<file path="src/srm_pkg.sv">
// Shared types and constants for the sliding window rate meter.
// No dependencies; the divider, controller, datapath and top level import this package.
`default_nettype none

package srm_pkg;

  typedef enum logic [2:0] {
    CMD_TICK        = 3'd0,
    CMD_START       = 3'd1,
    CMD_PROCESSED   = 3'd2,
    CMD_SET_OFFSET  = 3'd3,
    CMD_OFFSET_PROC = 3'd4,
    CMD_FINISH      = 3'd5,
    CMD_PEER_SPEED  = 3'd6
  } cmd_t;

  localparam logic [15:0] MIN_GAP_RESET = 16'd900;
  localparam logic [9:0]  MS_PER_S      = 10'd1000;
  localparam int          DIV_STEPS     = 64;

  // APB register map: one 32-bit register, word index in paddr[2]
  localparam int          APB_AW      = 3;
  localparam logic [0:0]  REG_MIN_GAP = 1'b0;

  // controller -> datapath
  typedef struct packed {
    logic latch;      // capture the input beat
    logic exec;       // apply the command's state update
    logic sample;     // append window sample, read oldest entry
    logic span;       // form time and scaled amount spans
    logic div_start;  // kick the serial divider
    logic emit_rate;  // load computed rate into the output register
    logic emit_peer;  // load peer speed into the output register
  } dp_cmd_t;

  // datapath -> controller
  typedef struct packed {
    cmd_t cmd;
    logic take;
    logic div_done;
    logic out_busy;
  } dp_status_t;

endpackage

`default_nettype wire

</file>
<file path="src/srm_ev_if.sv">
// Input event channel: valid/ready plus command, timestamp and amount.
// No dependencies.
`default_nettype none

interface srm_ev_if;
  logic        valid;
  logic        ready;
  logic [2:0]  command;
  logic [31:0] now_ms;
  logic [63:0] amount;

  modport source (output valid, output command, output now_ms, output amount, input ready);
  modport sink   (input valid, input command, input now_ms, input amount, output ready);
endinterface

`default_nettype wire

</file>
<file path="src/srm_res_if.sv">
// Result channel: valid/ready plus rate and its origin flag.
// No dependencies.
`default_nettype none

interface srm_res_if;
  logic        valid;
  logic        ready;
  logic [63:0] rate;
  logic        from_peer;

  modport source (output valid, output rate, output from_peer, input ready);
  modport sink   (input valid, input rate, input from_peer, output ready);
endinterface

`default_nettype wire

</file>
<file path="src/srm_div.sv">
// Restoring 64 by 32 bit unsigned divider, one quotient bit per cycle.
// Depends on srm_pkg for the step count.
`default_nettype none

module srm_div (
  input  wire logic        clk,
  input  wire logic        rst,
  input  wire logic        start,
  input  wire logic [63:0] dividend,
  input  wire logic [31:0] divisor,
  output logic [63:0]      quotient,
  output logic             done
);
  import srm_pkg::*;

  localparam int CW = $clog2(DIV_STEPS + 1);

  logic          busy;
  logic [CW-1:0] cnt;
  logic [31:0]   rem;
  logic [31:0]   dvsr;
  logic [32:0]   shifted;
  logic [32:0]   trial;

  assign shifted = {rem, quotient[63]};
  assign trial   = shifted - {1'b0, dvsr};

  always_ff @(posedge clk) begin
    if (rst) begin
      busy <= 1'b0;
      done <= 1'b0;
      cnt  <= '0;
    end else begin
      done <= 1'b0;
      if (start) begin
        busy <= 1'b1;
        cnt  <= CW'(DIV_STEPS);
      end else if (busy) begin
        cnt <= cnt - 1'b1;
        if (cnt == CW'(1)) begin
          busy <= 1'b0;
          done <= 1'b1;
        end
      end
    end
  end

  always_ff @(posedge clk) begin
    if (start) begin
      rem      <= '0;
      dvsr     <= divisor;
      quotient <= dividend;
    end else if (busy) begin
      if (!trial[32]) begin
        rem      <= trial[31:0];
        quotient <= {quotient[62:0], 1'b1};
      end else begin
        rem      <= shifted[31:0];
        quotient <= {quotient[62:0], 1'b0};
      end
    end
  end

endmodule

`default_nettype wire

</file>
<file path="src/srm_ctrl.sv">
// Sequencing state machine of the rate meter.
// Depends on srm_pkg for the command and status structs.
`default_nettype none

module srm_ctrl (
  input  wire logic               clk,
  input  wire logic               rst,
  input  wire logic               in_valid,
  output logic                    in_ready,
  output srm_pkg::dp_cmd_t        cmd,
  input  wire srm_pkg::dp_status_t status
);
  import srm_pkg::*;

  typedef enum logic [2:0] {
    S_IDLE,
    S_EXEC,
    S_SAMPLE,
    S_SPAN,
    S_DSTART,
    S_DWAIT,
    S_EMIT_RATE,
    S_EMIT_PEER
  } state_t;

  state_t state;
  state_t state_next;

  assign in_ready = (state == S_IDLE);

  always_comb begin
    cmd           = '0;
    cmd.latch     = in_valid && in_ready;
    cmd.exec      = (state == S_EXEC);
    cmd.sample    = (state == S_SAMPLE);
    cmd.span      = (state == S_SPAN);
    cmd.div_start = (state == S_DSTART);
    cmd.emit_rate = (state == S_EMIT_RATE) && !status.out_busy;
    cmd.emit_peer = (state == S_EMIT_PEER) && !status.out_busy;
  end

  always_comb begin
    state_next = state;
    unique case (state)
      S_IDLE: begin
        if (in_valid) state_next = S_EXEC;
      end
      S_EXEC: begin
        if (status.cmd == CMD_TICK && status.take) state_next = S_SAMPLE;
        else if (status.cmd == CMD_PEER_SPEED)     state_next = S_EMIT_PEER;
        else                                       state_next = S_IDLE;
      end
      S_SAMPLE: state_next = S_SPAN;
      S_SPAN:   state_next = S_DSTART;
      S_DSTART: state_next = S_DWAIT;
      S_DWAIT: begin
        if (status.div_done) state_next = S_EMIT_RATE;
      end
      S_EMIT_RATE, S_EMIT_PEER: begin
        if (!status.out_busy) state_next = S_IDLE;
      end
      default: state_next = S_IDLE;
    endcase
  end

  always_ff @(posedge clk) begin
    if (rst) begin
      state <= S_IDLE;
    end else begin
      state <= state_next;
    end
  end

endmodule

`default_nettype wire

</file>
<file path="src/srm_datapath.sv">
// Meter state, sample window memory, span math, divider and output register.
// Depends on srm_pkg and srm_div.
`default_nettype none

module srm_datapath #(
  parameter int WINDOW = 8
) (
  input  wire logic                clk,
  input  wire logic                rst,
  input  wire srm_pkg::dp_cmd_t    cmd,
  output srm_pkg::dp_status_t      status,
  input  wire logic [2:0]          command,
  input  wire logic [31:0]         now_ms,
  input  wire logic [63:0]         amount,
  input  wire logic [15:0]         min_gap_ms,
  input  wire logic                out_ready,
  output logic                     out_valid,
  output logic [63:0]              rate,
  output logic                     from_peer
);
  import srm_pkg::*;

  localparam int IW = $clog2(WINDOW);
  localparam int FW = $clog2(WINDOW + 1);
  localparam int SW = IW + 1;

  // captured beat
  cmd_t        cmd_q;
  logic [31:0] now_q;
  logic [63:0] amt_q;

  // meter state
  logic          measuring;
  logic [31:0]   start_ms;
  logic [31:0]   last_sample_ms;
  logic [FW-1:0] fill;
  logic [IW-1:0] head;
  logic [63:0]   processed_bytes;
  logic [63:0]   resume_offset;

  // window ring buffer
  logic [31:0]   time_mem [WINDOW];
  logic [63:0]   amt_mem  [WINDOW];
  logic [31:0]   rd_time;
  logic [63:0]   rd_amt;

  // sample in flight
  logic          alone_q;
  logic [31:0]   new_t;
  logic [63:0]   new_a;
  logic [IW-1:0] new_slot;
  logic [63:0]   dividend_q;
  logic [31:0]   divisor_q;
  logic          tspan_zero;

  logic [31:0]   elapsed;
  logic [31:0]   since_last;
  logic [63:0]   cur;
  logic          full;
  logic [IW-1:0] head_inc;
  logic [IW-1:0] head1;
  logic [FW-1:0] fill1;
  logic [SW-1:0] slot_sum;
  logic [IW-1:0] wr_slot;
  logic          we;
  logic [IW-1:0] waddr;
  logic [31:0]   wtime;
  logic [63:0]   wamt;
  logic [31:0]   old_t;
  logic [63:0]   old_a;
  logic [31:0]   tspan;
  logic [63:0]   aspan;
  logic [63:0]   quotient;
  logic          div_done;
  logic [63:0]   rate_calc;

  assign elapsed    = now_q - start_ms;
  assign since_last = elapsed - last_sample_ms;
  assign cur        = processed_bytes - resume_offset;

  // full window drops its oldest entry before the append
  assign full     = (fill == FW'(WINDOW));
  assign head_inc = (head == IW'(WINDOW - 1)) ? '0 : head + 1'b1;
  assign head1    = full ? head_inc : head;
  assign fill1    = full ? fill - 1'b1 : fill;
  assign slot_sum = SW'(head1) + SW'(fill1);
  assign wr_slot  = (slot_sum >= SW'(WINDOW)) ? IW'(slot_sum - SW'(WINDOW)) : IW'(slot_sum);

  always_comb begin
    we    = 1'b0;
    waddr = wr_slot;
    wtime = elapsed;
    wamt  = cur;
    if (cmd.exec && cmd_q == CMD_START) begin
      we    = 1'b1;
      waddr = '0;
      wtime = '0;
      wamt  = '0;
    end else if (cmd.sample) begin
      we = 1'b1;
    end
  end

  always_ff @(posedge clk) begin
    if (we) begin
      time_mem[waddr] <= wtime;
      amt_mem[waddr]  <= wamt;
    end
    if (cmd.sample) begin
      rd_time <= time_mem[head1];
      rd_amt  <= amt_mem[head1];
    end
  end

  // with an empty window before the append, the oldest entry is the new one
  assign old_t = alone_q ? new_t : rd_time;
  assign old_a = alone_q ? new_a : rd_amt;
  assign tspan = new_t - old_t;
  assign aspan = new_a - old_a;

  srm_div u_div (
    .clk      (clk),
    .rst      (rst),
    .start    (cmd.div_start),
    .dividend (dividend_q),
    .divisor  (divisor_q),
    .quotient (quotient),
    .done     (div_done)
  );

  assign rate_calc = tspan_zero ? '0 : quotient;

  // payload registers
  always_ff @(posedge clk) begin
    if (cmd.latch) begin
      cmd_q <= cmd_t'(command);
      now_q <= now_ms;
      amt_q <= amount;
    end
    if (cmd.sample) begin
      alone_q  <= (fill1 == '0);
      new_t    <= elapsed;
      new_a    <= cur;
      new_slot <= wr_slot;
    end
    if (cmd.span) begin
      dividend_q <= aspan * 64'(MS_PER_S);
      divisor_q  <= tspan;
      tspan_zero <= (tspan == '0);
    end
    if (cmd.emit_rate) begin
      rate      <= rate_calc;
      from_peer <= 1'b0;
    end else if (cmd.emit_peer) begin
      rate      <= amt_q;
      from_peer <= 1'b1;
    end
  end

  always_ff @(posedge clk) begin
    if (rst) begin
      measuring       <= 1'b0;
      start_ms        <= '0;
      last_sample_ms  <= '0;
      fill            <= '0;
      head            <= '0;
      processed_bytes <= '0;
      resume_offset   <= '0;
      out_valid       <= 1'b0;
    end else begin
      if (cmd.exec) begin
        case (cmd_q)
          CMD_START: begin
            start_ms        <= now_q;
            last_sample_ms  <= '0;
            processed_bytes <= resume_offset;
            fill            <= FW'(1);
            head            <= '0;
            measuring       <= 1'b1;
          end
          CMD_PROCESSED:   processed_bytes <= amt_q;
          CMD_SET_OFFSET:  resume_offset   <= amt_q;
          CMD_OFFSET_PROC: processed_bytes <= resume_offset;
          CMD_FINISH: begin
            resume_offset <= '0;
            measuring     <= 1'b0;
          end
          CMD_PEER_SPEED:  measuring <= 1'b0;
          default: ;
        endcase
      end
      if (cmd.sample) begin
        last_sample_ms <= elapsed;
        head           <= head1;
        fill           <= fill1 + 1'b1;
      end
      // zero rate restarts the window from the newest sample
      if (cmd.emit_rate && rate_calc == '0) begin
        fill <= FW'(1);
        head <= new_slot;
      end
      if (cmd.emit_rate || cmd.emit_peer) out_valid <= 1'b1;
      else if (out_ready)                 out_valid <= 1'b0;
    end
  end

  always_comb begin
    status          = '0;
    status.cmd      = cmd_q;
    status.take     = measuring && (since_last >= {16'h0000, min_gap_ms});
    status.div_done = div_done;
    status.out_busy = out_valid && !out_ready;
  end

endmodule

`default_nettype wire

</file>
<file path="src/sliding_window_rate_meter.sv">
// Sliding window rate meter top level: APB register, controller, datapath.
// Depends on srm_pkg, srm_ev_if, srm_res_if, srm_ctrl and srm_datapath.
`default_nettype none

// Takes one event beat at a time; ev.ready is high only while the controller
// is idle. A command that gives no result passes through capture and execute;
// a peer speed also waits until the output register is free. A tick that
// takes a sample passes through capture, execute, window append with the
// oldest-entry read, span and x1000 scaling, divider start, the bit-serial
// divider (64 quotient steps, then the done flag) and the output load once
// the output register is free. A finished result sits in the output register,
// and the next event is taken while it waits. The window holds WINDOW samples
// (2..64) in a ring buffer; min_gap_ms lives at APB address 0.
module sliding_window_rate_meter #(
  parameter int WINDOW = 8
) (
  input  wire logic                       clk,
  input  wire logic                       rst,
  input  wire logic                       psel,
  input  wire logic                       penable,
  input  wire logic                       pwrite,
  input  wire logic [srm_pkg::APB_AW-1:0] paddr,
  input  wire logic [31:0]                pwdata,
  output logic [31:0]                     prdata,
  output logic                            pready,
  srm_ev_if.sink                          ev,
  srm_res_if.source                       res
);
  import srm_pkg::*;

  logic       [15:0] min_gap_ms;
  dp_cmd_t           cmd;
  dp_status_t        status;

  assign pready = 1'b1;

  always_ff @(posedge clk) begin
    if (rst) begin
      min_gap_ms <= MIN_GAP_RESET;
    end else if (psel && penable && pwrite && paddr[2] == REG_MIN_GAP) begin
      min_gap_ms <= pwdata[15:0];
    end
  end

  assign prdata = (paddr[2] == REG_MIN_GAP) ? {16'h0000, min_gap_ms} : '0;

  srm_ctrl u_ctrl (
    .clk      (clk),
    .rst      (rst),
    .in_valid (ev.valid),
    .in_ready (ev.ready),
    .cmd      (cmd),
    .status   (status)
  );

  srm_datapath #(
    .WINDOW (WINDOW)
  ) u_dp (
    .clk        (clk),
    .rst        (rst),
    .cmd        (cmd),
    .status     (status),
    .command    (ev.command),
    .now_ms     (ev.now_ms),
    .amount     (ev.amount),
    .min_gap_ms (min_gap_ms),
    .out_ready  (res.ready),
    .out_valid  (res.valid),
    .rate       (res.rate),
    .from_peer  (res.from_peer)
  );

endmodule

`default_nettype wire
</file>
<file path="src/flat_wrapper.sv">
// flat-port wrapper written by rule: the top's interface ports become plain ports
module sliding_window_rate_meter_flat import srm_pkg::*;
#(
  parameter int WINDOW = 8
)
  (clk, rst, psel, penable, pwrite, paddr, pwdata, prdata, pready, ev_valid, ev_command, ev_now_ms, ev_amount, ev_ready, res_valid, res_rate, res_from_peer, res_ready);
  srm_ev_if ev_i ();
  srm_res_if res_i ();
  input  wire logic clk;
  input  wire logic rst;
  input  wire logic psel;
  input  wire logic penable;
  input  wire logic pwrite;
  input  wire logic [srm_pkg::APB_AW-1:0] paddr;
  input  wire logic [31:0] pwdata;
  output logic [31:0] prdata;
  output logic pready;
  input wire logic [$bits(ev_i.valid)-1:0] ev_valid;
  input wire logic [$bits(ev_i.command)-1:0] ev_command;
  input wire logic [$bits(ev_i.now_ms)-1:0] ev_now_ms;
  input wire logic [$bits(ev_i.amount)-1:0] ev_amount;
  output wire logic [$bits(ev_i.ready)-1:0] ev_ready;
  output wire logic [$bits(res_i.valid)-1:0] res_valid;
  output wire logic [$bits(res_i.rate)-1:0] res_rate;
  output wire logic [$bits(res_i.from_peer)-1:0] res_from_peer;
  input wire logic [$bits(res_i.ready)-1:0] res_ready;
  assign ev_i.valid = ev_valid;
  assign ev_i.command = ev_command;
  assign ev_i.now_ms = ev_now_ms;
  assign ev_i.amount = ev_amount;
  assign ev_ready = ev_i.ready;
  assign res_valid = res_i.valid;
  assign res_rate = res_i.rate;
  assign res_from_peer = res_i.from_peer;
  assign res_i.ready = res_ready;
  sliding_window_rate_meter #(.WINDOW(WINDOW)) u_core (.clk(clk), .rst(rst), .psel(psel), .penable(penable), .pwrite(pwrite), .paddr(paddr), .pwdata(pwdata), .prdata(prdata), .pready(pready), .ev(ev_i), .res(res_i));
endmodule
</file>
<file path="config.mk">
export PLATFORM = sky130hd
export DESIGN_NAME = sliding_window_rate_meter_flat
export DESIGN_NICKNAME = d
export VERILOG_FILES = /design/src/srm_pkg.sv /design/src/srm_ev_if.sv /design/src/srm_res_if.sv /design/src/srm_div.sv /design/src/srm_ctrl.sv /design/src/srm_datapath.sv /design/src/sliding_window_rate_meter.sv /design/src/flat_wrapper.sv
export SDC_FILE = /design/constraint.sdc
export NUM_CORES = 2
export LEC_CHECK = 0
export BUFFER_PORTS_ARGS = -buffer_cell sky130_fd_sc_hd__buf_2
export CAP_MARGIN = 25
export CORE_MARGIN = 10
export CORE_UTILIZATION = 60
export CTS_CLUSTER_DIAMETER = 60
export DETAILED_ROUTE_END_ITERATION = 10
export GPL_TIMING_DRIVEN = 1
export PLACE_DENSITY = 0.77
export SYNTH_ARGS = -nofsm -noshare
export SYNTH_HDL_FRONTEND = slang
export SYNTH_SLANG_ARGS = --single-unit
</file>
<file path="constraint.sdc">
create_clock -name clk -period 22.3 [get_ports clk]
set_input_delay 1.115 -clock clk [delete_from_list [all_inputs] [get_ports clk]]
set_output_delay 1.115 -clock clk [all_outputs]
set_load 0.05 [all_outputs]
</file>
# == After elaboration in Yosys (flattened, before gate mapping) ==
# Memory sizes are Yosys's and may differ from the RTL's. A register that Yosys moved wholly into a read port is not among the register bits.
# Index checks and enable logic that the tools add are counted.
# totals
ram_bits,768
input_bits,141
latch_bits,0
out_inout_bits,100
rom_bits,0
elab_cells,160
register_bits,715
mem_count,2
# op_classes
eq_ne,19
div,0
bitwise,2
muxes,49
order_cmp,2
n_shift,0
add_sub_neg,12
reduce_logical,42
n_mul,1
# memory_table
name,words,word_bits,read_ports,rd_ports_with_merged_regs,write_ports,line_no,source
u_core.u_dp.amt_mem,8,64,1,1,1,srm_datapath.sv:43,logic [63:0] amt_mem [WINDOW];
u_core.u_dp.time_mem,8,32,1,1,1,srm_datapath.sv:42,logic [31:0] time_mem [WINDOW];
# ops
cell,n
$mux 64,7
$pmux 64 s2,2
$mux 32,6
$sub 64x64->64,2
$sub 32x32->32,3
$logic_not 64->1,1
$mul 64x7->61 const B,1
$mux 3,13
$sub 33x32->33,1
$ge 32x16->1,1
$logic_not 32->1,1
$eq 3x3->1 const B,8
$pmux 3 s7,1
$mux 16,1
$mux 4,4
$reduce_bool 2->1,8
$mux 7,2
$eq 3x2->1 const B,4
$mux 1,12
$reduce_and 2->1,6
$logic_and 1x1->1,11
$reduce_or 2->1,5
$eq 7x1->1 const B,1
$sub 7x1->7 const B,1
other kinds (18),25

# == Logic depth before layout (Yosys ltp) ==
# logic_depth
ltp_word,7
ltp_mapped,36
depth_no_buf,34

# == By module ==
# From an unflattened synthesis, not the netlist that was laid out.
# hier_totals
cells_unflattened,7731
area_unflattened_um2,82765.6
# modules_own_cells
module,cells_each,area_each_um2,seq_area_each_um2,n_inst
srm_datapath,6899,74041.0,39688.1,1
srm_div,689,7447.1,3703.6,1
sliding_window_rate_meter,106,967.2,320.3,1
srm_ctrl,37,310.3,60.1,1

# == Worst setup path after synthesis ==
# No wires, ideal clock.
# synth_timing
path_type,flip-flop to flip-flop
startpoint,register u_core.u_dp.fill[0]
endpoint,memory u_core.u_dp.amt_mem[2][0] (enable)
required_ns,21.527
n_path_buf,3
t_arrival_ns,11.981
path_stages_with_launch,16
period_less_slack_ns,12.754
slack_ns,9.546
setup_time_ns,0.773
cell_sequence,dfxtp_1 -> inv_1 -> ha_1 -> nand3b_1 -> clkbuf_1 -> a21oi_1 -> inv_2 -> clkbuf_1 -> clkbuf_1 -> ha_1 -> inv_1 -> fa_1 -> xnor2_1 -> xnor2_1 -> inv_1 -> nor4_1
# synth_via
elab_chain_len,6
elab_cells_between_ends,9
classes_between,add/sub (3); order compare (1); eq/ne (1); mux (4)
# synth_lines
item,line_no,source
from (decl),srm_datapath.sv:36,logic [FW-1:0] fill;
from (signal assigned),srm_datapath.sv:195,fill <= fill1 + 1'b1;
$sub 4x1->4 or $eq 4x4->1 (tied branches),"srm_datapath.sv:85, srm_datapath.sv:82",
$mux 4 or $mux 3 (tied branches),"srm_datapath.sv:85, srm_datapath.sv:84",
$add 3x4->4 (*),srm_datapath.sv:86,assign slot_sum = SW'(head1) + SW'(fill1);
net u_core.u_dp.slot_sum[2],srm_datapath.sv:63,logic [SW-1:0] slot_sum;
$ge 4x4->1 or $sub 3x1->3 (tied branches),srm_datapath.sv:87,assign wr_slot = (slot_sum >= SW'(WINDOW)) ? IW'(slot_sum - SW'(WINDOW)) : IW'(slot_sum);
$mux 3 (*),srm_datapath.sv:87,
$mux 3 (*),srm_datapath.sv:94,if (cmd.exec && cmd_q == CMD_START) begin
to (decl),srm_datapath.sv:43,
# Mark *: on every way through the listed nets, which the timed path passes. The rest lies on a longest branch.

# == Final worst setup path ==
# layout_timing
startpoint,register u_core.u_dp.alone_q
endpoint,"register u_core.u_dp.dividend_q[60], data pin"
# layout_via
elab_chain_len,3
# layout_lines
item,line_no,source
from (decl),srm_datapath.sv:48,logic alone_q;
from (signal assigned),srm_datapath.sv:141,alone_q <= (fill1 == '0);
$mux 64,srm_datapath.sv:117,assign old_a = alone_q ? new_a : rd_amt;
$sub 64x64->64,srm_datapath.sv:119,assign aspan = new_a - old_a;
$mul 64x7->61,srm_datapath.sv:147,dividend_q <= aspan * 64'(MS_PER_S);
to (signal assigned),srm_datapath.sv:147,
to (decl),srm_datapath.sv:52,logic [63:0] dividend_q;
# No other way between the ends.
# A chain may end at the register's enable or synchronous reset.

==> flow_summary.html <==
<table>
<tr><th>Metric</th><th>Value</th></tr>
<tr><th colspan="2">Routing</th></tr>
<tr><td>Final antenna-violating net count</td><td>0</td></tr>
<tr><td>DR WL/cell</td><td>21.0 um</td></tr>
<tr><td>Total wire length after detailed routing</td><td>206 mm</td></tr>
<tr><td>Number of DRC violations after detailed-routing iteration 0</td><td>5,874</td></tr>
<tr><td>Vias</td><td>59,152</td></tr>
<tr><td>DRC violations left</td><td>0</td></tr>
<tr><td>Post-detailed-route via-to-cell ratio</td><td>6.02</td></tr>
<tr><td>DR pass1 iterations</td><td>6</td></tr>
<tr><th colspan="2">Setup path</th></tr>
<tr><td>Crit-path most repeated cell</td><td>sky130_fd_sc_hd__fa_1</td></tr>
<tr><td>Type of the worst setup path</td><td>reg2reg</td></tr>
<tr><td>Type of origin of the critical path</td><td>flip-flop</td></tr>
<tr><td>Sort of element at the end of the critical path</td><td>flip-flop</td></tr>
<tr><td>Worst setup slack for register-to-register paths</td><td>11,690 ps</td></tr>
<tr><td>Critical register-to-register path endpoint</td><td>u_core.u_dp.dividend_q[60]</td></tr>
<tr><td>Worst EP arrival</td><td>11,180 ps</td></tr>
<tr><td>Launching point of the worst reg2reg path</td><td>u_core.u_dp.alone_q</td></tr>
<tr><td>Data required time at the worst endpoint</td><td>22,870 ps</td></tr>
<tr><td>Critical path's largest stage delay</td><td>930 ps</td></tr>
<tr><td>Max stage delay cell, worst path</td><td>sky130_fd_sc_hd__edfxtp_1</td></tr>
<tr><td>Number of cells on the worst reg-to-reg path</td><td>31</td></tr>
<tr><td>Max FO, Critical Path</td><td>49</td></tr>
<tr><th colspan="2">Clocking</th></tr>
<tr><td>Post-CTS Resized</td><td>0</td></tr>
<tr><td>Clock buffers created by TritonCTS</td><td>163</td></tr>
<tr><td>Number of H-tree levels</td><td>4</td></tr>
<tr><td>Clock net sink count</td><td>1,543</td></tr>
<tr><td>Root Buffer Master</td><td>sky130_fd_sc_hd__clkbuf_16</td></tr>
<tr><td>Number of buffers inserted to repair setup after CTS</td><td>0</td></tr>
<tr><td>Hold-fix buffers, CTS</td><td>0</td></tr>
<tr><td>Clock tree buffer depth</td><td>3</td></tr>
<tr><td>Clock transition at path regs</td><td>60 ps</td></tr>
<tr><td>CTS tree</td><td>done</td></tr>
<tr><td>Later-pin clock latency in the skew report</td><td>810 ps</td></tr>
<tr><th colspan="2">Floorplan</th></tr>
<tr><td>Area inside the core boundary</td><td>136,000 um2</td></tr>
<tr><td>Initial standard-cell utilization of the core</td><td>60.5%</td></tr>
<tr><td>Die width</td><td>390 um</td></tr>
<tr><td>Ports</td><td>241</td></tr>
<tr><td>Number of placement rows</td><td>135</td></tr>
<tr><td>Overall die height</td><td>390 um</td></tr>
<tr><td>Die area</td><td>152,000 um2</td></tr>
<tr><th colspan="2">Finish</th></tr>
<tr><td>Layout cells sized above 1</td><td>7.59%</td></tr>
<tr><td>Final standard cell utilization of the core</td><td>66.5%</td></tr>
<tr><td>Area Growth Syn to Fin</td><td>9.90%</td></tr>
<tr><td>Finished layout cell area</td><td>90,200 um2</td></tr>
<tr><td>Number of diodes added for antenna fixing</td><td>0</td></tr>
<tr><td>Filler cell count</td><td>9,880</td></tr>
<tr><td>NumNets Final</td><td>8,629</td></tr>
<tr><th colspan="2">Power and ir drop</th></tr>
<tr><td>Power density cells</td><td>140 nW/um2</td></tr>
<tr><td>Maximum ir drop on the vdd rail</td><td>0.000138 V</td></tr>
<tr><td>Static leakage</td><td>35.8 nW</td></tr>
<tr><th colspan="2">Global routing</th></tr>
<tr><td>Total GRT Usage</td><td>26.5%</td></tr>
<tr><td>Global-route wire length before repair</td><td>321 mm</td></tr>
<tr><td>Vias in the first global route</td><td>57,767</td></tr>
<tr><td>Antenna violations before repair</td><td>5</td></tr>
<tr><td>Overflow after GRT</td><td>0</td></tr>
<tr><td>Largest net degree at the start of global routing</td><td>205</td></tr>
<tr><th colspan="2">Worst hold path</th></tr>
<tr><td>Worst hold stages</td><td>0</td></tr>
<tr><td>Hold Crit Class</td><td>reg2reg</td></tr>
<tr><td>Min-delay src</td><td>u_core.u_dp.divisor_q[22]</td></tr>
<tr><td>Hold EP</td><td>u_core.u_dp.u_div.dvsr[22]</td></tr>
<tr><th colspan="2">Yosys</th></tr>
<tr><td>Warnings from Yosys</td><td>0</td></tr>
<tr><td>Gate Count Post-Synth</td><td>7,787</td></tr>
<tr><td>Register bit total from synthesis</td><td>1,543</td></tr>
<tr><td>Post-synthesis instance area</td><td>82,100 um2</td></tr>
<tr><td>Largest area contributor in the synthesized netlist</td><td>sky130_fd_sc_hd__edfxtp_1</td></tr>
<tr><td>Leading register cell type out of synthesis</td><td>sky130_fd_sc_hd__edfxtp_1</td></tr>
<tr><td>Synth top area share</td><td>47.1%</td></tr>
<tr><td>Mean area per synthesized cell</td><td>10.5 um2</td></tr>
<tr><td>Top cells by count, synth</td><td>sky130_fd_sc_hd__nand2_1, sky130_fd_sc_hd__edfxtp_1, sky130_fd_sc_hd__inv_1, sky130_fd_sc_hd__nand3_1, sky130_fd_sc_hd__nor2_1</td></tr>
<tr><td>Leading cell type by number of instances after synthesis</td><td>sky130_fd_sc_hd__nand2_1</td></tr>
<tr><td>Unique masters post-synth</td><td>98</td></tr>
<tr><td>Sequential element share of the synthesized area</td><td>53.3%</td></tr>
<tr><td>Dominant cells by area after synthesis</td><td>sky130_fd_sc_hd__edfxtp_1, sky130_fd_sc_hd__nand2_1, sky130_fd_sc_hd__dfxtp_1</td></tr>
<tr><td>Count of flip-flops with a built-in enable after synthesis</td><td>1,287</td></tr>
<tr><td>Fraction of registers with async set/reset</td><td>0%</td></tr>
<tr><th colspan="2">Run</th></tr>
<tr><td>Number of max-cap violations</td><td>0</td></tr>
<tr><th colspan="2">STA</th></tr>
<tr><td>Max Clk Rate</td><td>94.2 MHz</td></tr>
<tr><td>Final Cycle Share</td><td>47.6%</td></tr>
<tr><td>Final total negative setup slack</td><td>0 ps</td></tr>
<tr><td>Final setup slack of the worst path</td><td>11,690 ps</td></tr>
<tr><td>Remaining max-slew budget at the tightest pin</td><td>23.9%</td></tr>
<tr><td>Setup repair after global routing missed its margin</td><td>no</td></tr>
<tr><td>Endpoints failing setup</td><td>0</td></tr>
<tr><td>Final period demand of the worst path</td><td>10,610 ps</td></tr>
<tr><td>Final hold violations</td><td>0</td></tr>
<tr><td>Pin slew with the least headroom to its limit</td><td>1130 ps</td></tr>
<tr><td>Final clock skew</td><td>36.2 ps</td></tr>
<tr><td>Max-slew violation count</td><td>0</td></tr>
<tr><th colspan="2">Run status</th></tr>
<tr><td>Run status</td><td>finished clean</td></tr>
<tr><th colspan="2">Placed design</th></tr>
<tr><td>Minimum setup slack after placement</td><td>11,770 ps</td></tr>
<tr><td>Quantity of I/O buffers inserted on ports</td><td>205</td></tr>
<tr><td>Routability congestion estimate</td><td>0.935</td></tr>
<tr><td>Placed cell areas</td><td>84,900 um2</td></tr>
<tr><td>Post-DP HPWL</td><td>138 mm</td></tr>
</table>
-- cells by family (layout without fill, tap and decap cells) --
family / Yosys count / in the layout / share of synthesized area [%]
xor gates and xnor gates: 299 / 299 / 3.23
DFF: 1543 / 1543 / 53.3
other: 2 / 17 / 0.00915
and+or+nand+nor: 2930 / 2930 / 15.9
adders and majority gates: 588 / 588 / 10.8
muxes: 171 / 171 / 2.09
buffers and inverters: 951 / 1187 / 4.43
AOI/OAI and AO/OA: 1303 / 1303 / 10.1
-- layout make-up --
type | count | area [um2] | share of cell area (%)
Clock buffer | 202 | 4290 | 4.75
Clock inverter | 95 | 968 | 1.07
Inverter | 595 | 2250 | 2.50
Multi-Input combinational cell | 5308 | 34900 | 38.7
Sequential cell | 1543 | 43800 | 48.5
Tap cell | 1781 | 2230 | 2.47
Timing Repair Buffer | 295 | 1800 | 1.99
-- routing by layer --
metal  up-vias  GRT usage [%]  wire (um)
met1     28780           36.3      85400
met3       414           4.03      16800
met2      2466           43.1      96600
met5         -              0         13
met4         2           9.69       7270
li1      27490              -          -
-- worst max-delay path: cells and delay by family (launching register included) --
kind	cells	cell delay (ps)
buffers and inverters	3	940
multiplexers	1	190
AND/OR/NAND/NOR	1	510
flip-flops	1	930
AO/OA/AOI/OAI	18	4140
XOR/XNOR	2	860
adder cells (fa/ha/maj)	6	2730
-- cell usage in the layout, fill, tap and decap left out, types with 12 or more instances in the layout --
cell and count:
sky130_fd_sc_hd__a211oi_1 97, sky130_fd_sc_hd__and3_1 30, sky130_fd_sc_hd__clkbuf_1 32, sky130_fd_sc_hd__nor2_1 372
sky130_fd_sc_hd__a311oi_1 18, sky130_fd_sc_hd__nand3_1 545, sky130_fd_sc_hd__a21oi_1 369, sky130_fd_sc_hd__inv_1 589
sky130_fd_sc_hd__ha_1 375, sky130_fd_sc_hd__clkbuf_16 163, sky130_fd_sc_hd__nand4_1 38, sky130_fd_sc_hd__o31ai_1 14
sky130_fd_sc_hd__nand2_1 1490, sky130_fd_sc_hd__and2_1 99, sky130_fd_sc_hd__dfxtp_1 255, sky130_fd_sc_hd__mux2i_1 165
sky130_fd_sc_hd__nand2b_1 58, sky130_fd_sc_hd__o21ai_0 260, sky130_fd_sc_hd__nor3_1 62, sky130_fd_sc_hd__o211ai_1 21
sky130_fd_sc_hd__or2_2 12, sky130_fd_sc_hd__fa_1 207, sky130_fd_sc_hd__o21bai_1 47, sky130_fd_sc_hd__conb_1 17
sky130_fd_sc_hd__buf_2 207, sky130_fd_sc_hd__a22oi_1 32, sky130_fd_sc_hd__buf_4 80, sky130_fd_sc_hd__a21o_1 176
sky130_fd_sc_hd__xnor2_1 214, sky130_fd_sc_hd__xor2_1 82, sky130_fd_sc_hd__a21boi_0 22, sky130_fd_sc_hd__nor4_1 29
sky130_fd_sc_hd__clkinv_1 34, sky130_fd_sc_hd__edfxtp_1 1287, sky130_fd_sc_hd__o21a_1 44, sky130_fd_sc_hd__nand3b_1 67
sky130_fd_sc_hd__o22ai_1 44, sky130_fd_sc_hd__a31oi_1 40, sky130_fd_sc_hd__clkinv_2 19, sky130_fd_sc_hd__nor2b_1 50
-- how the worst max path moves through the flow --
stage | from | to | slack [ps] | depth (start not counted)
5_1_grt | u_core.u_dp.alone_q | u_core.u_dp.dividend_q[62] | 11120 | 31
3_3_place_gp | u_core.u_dp.alone_q | u_core.u_dp.dividend_q[60] | 11860 | 31
2_1_floorplan | u_core.u_dp.fill[0] | u_core.u_dp.amt_mem[2][0] | 9550 | 15
6_report | u_core.u_dp.alone_q | u_core.u_dp.dividend_q[60] | 11690 | 31
3_5_place_dp | u_core.u_dp.alone_q | u_core.u_dp.dividend_q[62] | 11770 | 31
4_1_cts | u_core.u_dp.alone_q | u_core.u_dp.dividend_q[62] | 11750 | 31
-- registers in the layout, summed over array words and instances, names as in the netlist, 4 cells and up --
register / cells
u_core.u_dp.new_a: 61
u_core.u_dp.now_q: 32
u_core.u_dp.fill: 4
u_core.u_dp.last_sample_ms: 32
u_core.min_gap_ms: 16
u_core.u_dp.amt_mem: 488
u_core.u_dp.resume_offset: 61
u_core.u_dp.divisor_q: 32
u_core.u_dp.u_div.cnt: 7
u_core.u_dp.time_mem: 256
u_core.u_dp.u_div.dvsr: 32
u_core.u_dp.processed_bytes: 61
u_core.u_dp.start_ms: 32
u_core.u_dp.rate: 64
u_core.u_dp.dividend_q: 61
u_core.u_dp.rd_amt: 61
u_core.u_dp.u_div.quotient: 64
u_core.u_dp.rd_time: 32
u_core.u_dp.new_t: 32
u_core.u_dp.amt_q: 64
u_core.u_dp.u_div.rem: 32
-- power breakdown --
part	total (mW)	internal (mW)	leakage, nW	switching, mW
Clock	2.66	1.50	2.54	1.16
Combinational	6.05	2.39	19.5	3.65
Sequential	3.90	3.81	13.7	0.0878
Total	12.6	7.71	35.8	4.90
-- metrics by stage --
step / hold WS, ps / total power, mW / instances
2_1_floorplan: 400 / 8.41 / 7802
6_report: 413 / 12.6 / 9819
4_1_cts: 415 / 12.5 / 9815
5_1_grt: 416 / 13.4 / 9819
3_3_place_gp: 401 / 9.69 / 9512
3_5_place_dp: 405 / 9.86 / 9518
No activity file was read; power rests on OpenSTA's default activity.
